[src/rtl/core/octree_node_id_codec_top_macros.svh]
// Assertion macros for the octree node id codec.
// Included by the top level; depends on nothing else.
`ifndef OCTREE_NODE_ID_CODEC_TOP_MACROS_SVH
`define OCTREE_NODE_ID_CODEC_TOP_MACROS_SVH

// Same-cycle implication, checked out of reset.
`define OCNIC_ASSERT_NOW(label, ante, cons, msg) \
    label: assert property (@(posedge i_clk) disable iff (!i_rst_n) (ante) |-> (cons)) \
        else $error(msg);

// Next-cycle implication, checked out of reset.
`define OCNIC_ASSERT_NEXT(label, ante, cons, msg) \
    label: assert property (@(posedge i_clk) disable iff (!i_rst_n) (ante) |=> (cons)) \
        else $error(msg);

`endif

[src/rtl/core/ocnic_pkg.sv]
// Package for the octree node id codec: field widths, opcodes and item types.
// Used by every module of the block; depends on nothing.
package ocnic_pkg;

    localparam int LEVEL_W         = 5;
    localparam int COORD_W         = 16;
    localparam int ID_W            = 49;
    localparam int FIT_LEVEL       = (ID_W - 1) / 3;
    localparam int DEPTH_LIMIT_DEF = 16;
    localparam int TDATA_W         = 104;

    typedef enum logic {
        OP_ENCODE = 1'b0,
        OP_DECODE = 1'b1
    } t_opcode;

    // Input payload, level in the lowest bits.
    typedef struct packed {
        logic [ID_W-1:0]    packed_id;
        logic [COORD_W-1:0] coord_z;
        logic [COORD_W-1:0] coord_y;
        logic [COORD_W-1:0] coord_x;
        logic [LEVEL_W-1:0] level;
    } t_in_item;

    // Result payload, id in the lowest bits.
    typedef struct packed {
        logic [COORD_W-1:0] out_z;
        logic [COORD_W-1:0] out_y;
        logic [COORD_W-1:0] out_x;
        logic [LEVEL_W-1:0] out_level;
        logic [ID_W-1:0]    out_id;
    } t_out_item;

    // Decoder result handed to the top level.
    typedef struct packed {
        logic               bad;
        logic [LEVEL_W-1:0] level;
        logic [COORD_W-1:0] coord_x;
        logic [COORD_W-1:0] coord_y;
        logic [COORD_W-1:0] coord_z;
    } t_dec_res;

endpackage

[src/rtl/core/ocnic_encoder.sv]
// Encoder of the octree node id codec: interleaves level and coordinates into an id.
// Depends on ocnic_pkg.
module ocnic_encoder #(
    parameter int DEPTH_LIMIT = ocnic_pkg::DEPTH_LIMIT_DEF
) (
    input  logic [ocnic_pkg::LEVEL_W-1:0] i_level,
    input  logic [ocnic_pkg::COORD_W-1:0] i_coord_x,
    input  logic [ocnic_pkg::COORD_W-1:0] i_coord_y,
    input  logic [ocnic_pkg::COORD_W-1:0] i_coord_z,
    output logic [ocnic_pkg::ID_W-1:0]    o_id,
    output logic                          o_bad
);

    localparam int LIMIT = (DEPTH_LIMIT < ocnic_pkg::FIT_LEVEL) ? DEPTH_LIMIT
                                                                 : ocnic_pkg::FIT_LEVEL;

    assign o_bad = (i_level > ocnic_pkg::LEVEL_W'(LIMIT));

    // Triple k carries coordinate bit level-1-k; the sentinel sits at bit 3*level.
    always_comb begin
        logic [ocnic_pkg::LEVEL_W-1:0] b;
        o_id = '0;
        for (int k = 0; k < ocnic_pkg::FIT_LEVEL; k++) begin
            b = i_level - ocnic_pkg::LEVEL_W'(k) - ocnic_pkg::LEVEL_W'(1);
            if (ocnic_pkg::LEVEL_W'(k) < i_level) begin
                o_id[3*k+2] = i_coord_x[b[3:0]];
                o_id[3*k+1] = i_coord_y[b[3:0]];
                o_id[3*k]   = i_coord_z[b[3:0]];
            end
        end
        for (int k = 0; k <= ocnic_pkg::FIT_LEVEL; k++) begin
            if (i_level == ocnic_pkg::LEVEL_W'(k)) begin
                o_id[3*k] = 1'b1;
            end
        end
        if (o_bad) begin
            o_id = '0;
        end
    end

endmodule

[src/rtl/core/ocnic_decoder.sv]
// Decoder of the octree node id codec: locates the sentinel and de-interleaves the id.
// Depends on ocnic_pkg.
module ocnic_decoder #(
    parameter int DEPTH_LIMIT = ocnic_pkg::DEPTH_LIMIT_DEF
) (
    input  logic [ocnic_pkg::ID_W-1:0] i_packed_id,
    output ocnic_pkg::t_dec_res        o_res
);

    logic [ocnic_pkg::FIT_LEVEL:0] match;

    // Level l matches if bit 3*l is set, all bits above are clear and l <= DEPTH_LIMIT.
    always_comb begin
        for (int l = 0; l <= ocnic_pkg::FIT_LEVEL; l++) begin
            match[l] = i_packed_id[3*l] && ((i_packed_id >> (3*l + 1)) == '0)
                       && (l <= DEPTH_LIMIT);
        end
    end

    always_comb begin
        o_res = '0;
        for (int l = 0; l <= ocnic_pkg::FIT_LEVEL; l++) begin
            if (match[l]) begin
                o_res.level = o_res.level | ocnic_pkg::LEVEL_W'(l);
                for (int b = 0; b < l; b++) begin
                    o_res.coord_x[b] = o_res.coord_x[b] | i_packed_id[3*(l-1-b)+2];
                    o_res.coord_y[b] = o_res.coord_y[b] | i_packed_id[3*(l-1-b)+1];
                    o_res.coord_z[b] = o_res.coord_z[b] | i_packed_id[3*(l-1-b)];
                end
            end
        end
        o_res.bad = ~|match;
    end

endmodule

[src/rtl/core/octree_node_id_codec_top.sv]
// Octree node id codec: converts between (level, x, y, z) and a sentinel-marked node id.
// Depends on ocnic_pkg, ocnic_encoder, ocnic_decoder and the assertion macro header.
//
// Usage:
// The slave channel takes one conversion per item. tuser selects the direction
// (0 encode, 1 decode); tdata carries level, x, y, z and the packed id.
// The master channel returns exactly one result item per input item, in order.
// Its tdata carries id, level and x, y, z; tuser flags a rejected item, whose
// other fields are then all zero.
// An accepted item passes the input register, then the encoder and decoder
// logic, then the result register, which loads when empty or being read.
// Throughput is one item per cycle while results are taken; the input
// register and the result register each hold one item, so a new item is
// taken while a finished result waits.
// When the receiver stalls, the result register holds its item and the input
// register fills; tready drops only when both are full.
// Reset empties both registers; no result is presented until new items arrive.
`include "octree_node_id_codec_top_macros.svh"

module octree_node_id_codec_top #(
    parameter int DEPTH_LIMIT = ocnic_pkg::DEPTH_LIMIT_DEF
) (
    input  logic                          i_clk,
    input  logic                          i_rst_n,
    input  logic                          i_s_tvalid,
    output logic                          o_s_tready,
    // level[4:0], coord_x[20:5], coord_y[36:21], coord_z[52:37],
    // packed_id[101:53], zero[103:102]
    input  logic [ocnic_pkg::TDATA_W-1:0] i_s_tdata,
    // opcode[0]
    input  logic [0:0]                    i_s_tuser,
    output logic                          o_m_tvalid,
    input  logic                          i_m_tready,
    // out_id[48:0], out_level[53:49], out_x[69:54], out_y[85:70],
    // out_z[101:86], zero[103:102]
    output logic [ocnic_pkg::TDATA_W-1:0] o_m_tdata,
    // bad_item[0]
    output logic [0:0]                    o_m_tuser
);

    localparam int ITEM_W = $bits(ocnic_pkg::t_in_item);
    localparam int RES_W  = $bits(ocnic_pkg::t_out_item);

    logic                 r_in_vld;
    ocnic_pkg::t_opcode   r_in_op;
    ocnic_pkg::t_in_item  r_in_item;
    logic                 r_out_vld;
    ocnic_pkg::t_out_item r_out_item;
    logic                 r_out_bad;
    ocnic_pkg::t_out_item n_out_item;
    logic                 n_out_bad;

    logic                          w_adv;
    logic                          w_s_accept;
    logic [ocnic_pkg::ID_W-1:0]    w_enc_id;
    logic                          w_enc_bad;
    ocnic_pkg::t_dec_res           w_dec;

    assign w_adv      = !r_out_vld || i_m_tready;
    assign o_s_tready = !r_in_vld || w_adv;
    assign w_s_accept = i_s_tvalid && o_s_tready;

    ocnic_encoder #(
        .DEPTH_LIMIT (DEPTH_LIMIT)
    ) u_encoder (
        .i_level   (r_in_item.level),
        .i_coord_x (r_in_item.coord_x),
        .i_coord_y (r_in_item.coord_y),
        .i_coord_z (r_in_item.coord_z),
        .o_id      (w_enc_id),
        .o_bad     (w_enc_bad)
    );

    ocnic_decoder #(
        .DEPTH_LIMIT (DEPTH_LIMIT)
    ) u_decoder (
        .i_packed_id (r_in_item.packed_id),
        .o_res       (w_dec)
    );

    always_comb begin
        n_out_item = '0;
        unique case (r_in_op)
            ocnic_pkg::OP_ENCODE: begin
                n_out_item.out_id = w_enc_id;
                n_out_bad         = w_enc_bad;
            end
            ocnic_pkg::OP_DECODE: begin
                n_out_item.out_level = w_dec.level;
                n_out_item.out_x     = w_dec.coord_x;
                n_out_item.out_y     = w_dec.coord_y;
                n_out_item.out_z     = w_dec.coord_z;
                n_out_bad            = w_dec.bad;
            end
            default: begin
                n_out_bad = 1'b1;
            end
        endcase
    end

    always_ff @(posedge i_clk) begin
        if (!i_rst_n) begin
            r_in_vld  <= 1'b0;
            r_out_vld <= 1'b0;
        end else begin
            if (o_s_tready) begin
                r_in_vld <= i_s_tvalid;
            end
            if (w_adv) begin
                r_out_vld <= r_in_vld;
            end
        end
    end

    always_ff @(posedge i_clk) begin
        if (w_s_accept) begin
            r_in_op   <= ocnic_pkg::t_opcode'(i_s_tuser[0]);
            r_in_item <= ocnic_pkg::t_in_item'(i_s_tdata[ITEM_W-1:0]);
        end
        if (w_adv && r_in_vld) begin
            r_out_item <= n_out_item;
            r_out_bad  <= n_out_bad;
        end
    end

    assign o_m_tvalid = r_out_vld;
    assign o_m_tdata  = {{(ocnic_pkg::TDATA_W - RES_W){1'b0}}, r_out_item};
    assign o_m_tuser  = r_out_bad;

    `OCNIC_ASSERT_NOW(a_bad_item_zero, o_m_tvalid && o_m_tuser[0], o_m_tdata == '0, "rejected item carries nonzero fields")
    `OCNIC_ASSERT_NEXT(a_accept_loads, w_s_accept, r_in_vld, "accepted item not held in input register")
    `OCNIC_ASSERT_NEXT(a_item_moves, r_in_vld && w_adv, o_m_tvalid, "item lost between input and result register")

endmodule

[config.mk]
export PLATFORM = sky130hd
export DESIGN_NAME = octree_node_id_codec_top
export DESIGN_NICKNAME = d
export VERILOG_FILES = /design/src/rtl/core/ocnic_pkg.sv /design/src/rtl/core/ocnic_encoder.sv /design/src/rtl/core/ocnic_decoder.sv /design/src/rtl/core/octree_node_id_codec_top.sv
export VERILOG_INCLUDE_DIRS = /design/src /design/src/rtl/core
export SDC_FILE = /design/constraint.sdc
export NUM_CORES = 1
export LEC_CHECK = 0
export BUFFER_PORTS_ARGS = -buffer_cell sky130_fd_sc_hd__buf_2
export CAP_MARGIN = 20
export CELL_PAD_IN_SITES_DETAIL_PLACEMENT = 0
export CELL_PAD_IN_SITES_GLOBAL_PLACEMENT = 2
export CORE_MARGIN = 2
export CORE_UTILIZATION = 41
export DETAILED_ROUTE_END_ITERATION = 8
export PLACE_DENSITY = 0.86
export SETUP_SLACK_MARGIN = 0.2
export SLEW_MARGIN = 10
export SYNTH_ARGS = -nofsm -noshare
export SYNTH_HDL_FRONTEND = slang
export SYNTH_SLANG_ARGS = --single-unit
[constraint.sdc]
create_clock -name i_clk -period 11.8 [get_ports i_clk]
set_clock_uncertainty 0.05 [all_clocks]
set_input_delay 2.36 -clock i_clk [delete_from_list [all_inputs] [get_ports i_clk]]
set_output_delay 2.36 -clock i_clk [all_outputs]
set_load 0.1 [all_outputs]
==> metrics.yaml <==
synth:
  synth_cell_type_count: 74
  yosysSeqAreaShare_pct: 48.0
  syn-cell-area_um2: 13000
  yosys_warnings: 0
  synth_edf_count: 206
  ys.flop_type: "edfxtp_1"
  netlist_instances: 1080
  avgSynthCellArea_um2: 12.0
  synthArstFlopShare_pct: 0
  ys_ff_latch: 208
routing:
  drtIter0Drc: 1830
  post_drt_wl_per_cell_um: 24.5
  drtAntennaViolNets: 0
  vias: 10500
  vias_per_cell: 6.43
  drcViolationCount: 21
  drt_wl_total_mm: 39.9
  dr.pass1.iters: 9
timing:
  finalSetupViolations: 0
  tns_ps: 0
  period_share_pct: 47.3
  slew_viol_final: 0
  min_period_ps: 5590
  rsz0062_at_grt: "false"
  relSlewSlack_pct: 29.2
  hold_viol: 0
  worst-slew-pin-transition_ps: 1060
  max_freq_mhz: 179
power_and_ir_drop:
  cellPowerDensity_nw_per_um2: 144
  p_sw_share_pct: 31.1
  power_frac_comb_pct: 20.6
  switchingPower_uw: 668
  seqPwrFrac_pct: 43.0
  clkPwrFrac_pct: 36.4
  power.leakage_uw: 0.00539
  worst_ir_drop_vdd_mv: 0.108
  power.internal_uw: 1480
place:
  gp_congestion: 0.930
  dp_hpwl_mm: 27.5
  port_buffers: 211
worst_setup_path:
  r2r-end: "o_m_tdata[5]"
  ff2ff_path_depth: 8
  r2r_slack_ps: 7940
  crit_type: "in2out"
  cp-start-kind: "primary input"
  end_kind: "output pin"
  crit_fanout: 4
  cp.required_ps: 9390
  rr_startpoint: "r_in_item[0]"
  arrival_ps: 3180
clock_tree:
  tritoncts: "yes"
  cts_resized: 0
  ctsRootBufferMaster: "clkbuf_16"
  holdBufCountCts: 0
  cts_buffer_depth: 3
  cts_buffers: 24
  clk_latency_ps: 530
  post-cts-setup-buffers: 0
  htree_num_levels: 1
  clock_sinks: 208
  clk_pin_slew_worst_paths_ps: 60
die:
  die-area_um2: 33100
  core-area_um2: 31400
  dieHeight_um: 182
  dieWidth_um: 182
  initial_core_util_pct: 41.3
  row_count: 65
  io_pins: 216
final_layout:
  fin_util_pct: 47.6
  area_growth_pct: 15.3
  drive_gt1_share_pct: 30.7
  antenna_cells: 0
  final_nets: 1334
global_route:
  grt.total_usage_pct: 23.7
  grt_pass1_wl_mm: 61.0
  overflow: 0
  grt_antenna_before_repair: 2
  grt_max_degree: 70
  grt_pass1_vias: 9662
run_status:
  violations: "DRC"
  status: "complete, but fails checks"
job:
  cap_violations: 0
min_path:
  hp-class: "reg2reg"
  hold_start: "r_in_vld"
  hold_depth: 1
  holdPathEnd: "o_m_tvalid"
critical path: stages:
cell and delay (ps):
buf_2 100, nor2b_1 300, nand2_1 110, buf_2 300
power groups by stage:
stage	registers, uW	logic (uW)	clock network [uW]
6_report	926	443	783
3_3_place_gp	937	438	0
4_1_cts	924	442	799
2_1_floorplan	1050	224	0
5_1_grt	930	468	832
3_5_place_dp	939	440	0
per-stage QoR:
| stage | cell area (um2) | std cells | setup WS, ps | power [uW] | hold WS [ps] |
|---|---|---|---|---|---|
| 2_1_floorplan | 13000 | 1081 | 4180 | 1270 | 427 |
| 3_3_place_gp | 14100 | 1587 | 6210 | 1370 | 462 |
| 3_5_place_dp | 14100 | 1587 | 6200 | 1380 | 485 |
| 4_1_cts | 15000 | 1631 | 6200 | 2160 | 495 |
| 5_1_grt | 15000 | 1632 | 6120 | 2230 | 550 |
| 6_report | 15000 | 1632 | 6210 | 2150 | 492 |
cell usage in the layout, fill, tap and decap left out, types with 9 or more instances in the layout:
cell type	instances
buf_2	211
a22o_1	21
a222oi_1	42
nor3_1	16
mux2i_1	33
a22oi_1	33
clkbuf_16	25
o21ai_0	18
a21oi_1	47
buf_4	19
nor2b_1	15
a211oi_1	13
ha_1	13
nor2_1	50
mux4_2	70
edfxtp_1	206
mux2_2	9
a31oi_1	18
nand4_1	16
a221oi_1	27
nand3_1	25
and3_1	25
nand2_1	130
per-layer routing:
| layer | up-vias | routed length [um] | track usage [%] |
|---|---|---|---|
| met2 | 647 | 16700 | 32.6 |
| met1 | 5163 | 18300 | 38.4 |
| li1 | 4629 | - | - |
| met3 | 46 | 4250 | 4.17 |
| met4 | 4 | 715 | 5.06 |
| met5 | - | 21 | 0 |
synthesized netlist by cell type (4+ instances only):
| library cell | instances | share of area [%] |
|---|---|---|
| a211o_1 | 4 | 0.27 |
| a211oi_1 | 13 | 0.75 |
| a21o_1 | 4 | 0.23 |
| a21oi_1 | 47 | 1.8 |
| a221o_1 | 7 | 0.54 |
| a221oi_1 | 27 | 1.8 |
| a222oi_1 | 42 | 3.2 |
| a22o_1 | 21 | 1.4 |
| a22oi_1 | 33 | 1.9 |
| a31oi_1 | 18 | 0.87 |
| a32o_1 | 7 | 0.54 |
| and2_1 | 8 | 0.39 |
| and3_1 | 26 | 1.3 |
| buf_1 | 7 | 0.20 |
| buf_2 | 33 | 1.3 |
| buf_4 | 16 | 0.93 |
| clkbuf_1 | 67 | 1.9 |
| edfxtp_1 | 206 | 48 |
| ha_1 | 13 | 1.3 |
| inv_1 | 8 | 0.23 |
| mux2_2 | 9 | 0.78 |
| mux2i_1 | 33 | 2.5 |
| mux4_2 | 70 | 12 |
| nand2_1 | 130 | 3.8 |
| nand2b_1 | 4 | 0.19 |
| nand3_1 | 25 | 0.96 |
| nand4_1 | 16 | 0.77 |
| nor2_1 | 50 | 1.4 |
| nor2b_1 | 16 | 0.77 |
| nor3_1 | 16 | 0.62 |
| nor3_4 | 6 | 0.75 |
| nor4_1 | 7 | 0.34 |
| nor4_4 | 5 | 0.82 |
| o21ai_0 | 19 | 0.73 |
| o31a_1 | 4 | 0.27 |
| xnor2_1 | 4 | 0.27 |
logic make-up (layout without fill, tap and decap cells):
family	after synthesis	after routing	share of synthesized area (%)
buffers and inverters	136	285	4.78
muxes	112	112	15.5
adders and majority gates	13	13	1.25
DFF	208	208	48.0
other	1	2	0.0289
and+or+nand+nor	333	333	13.9
xor gates and xnor gates	9	9	0.781
AOI/OAI and AO/OA	268	268	15.8
sequential cells by signal, indices dropped and copies added (netlist names):
signal	cells
o_m_tdata	102
r_in_item	102
o_m_tuser	1
o_m_tvalid	1
r_in_op	1
r_in_vld	1
worst max path at each step:
stage / from / end / slack [ps] / cells after the start
after floorplan: i_m_tready / o_m_tdata[0] / 4180 / 2
after global placement: i_m_tready / o_s_tready / 6210 / 4
after detailed placement: i_m_tready / o_s_tready / 6200 / 4
after CTS: i_m_tready / o_s_tready / 6200 / 4
after global routing: i_m_tready / o_s_tready / 6120 / 4
final: i_m_tready / o_s_tready / 6210 / 4
area by class of cell:
cell class	instances	area (um2)
inverter	11	41.3
multi-input combinational	737	6150
fill	2842	16400
tap	402	503
clock inverter	17	204
timing repair buffer	230	1200
sequential	208	6230
clock buffer	27	633
(Power assumes the default switching activity.)
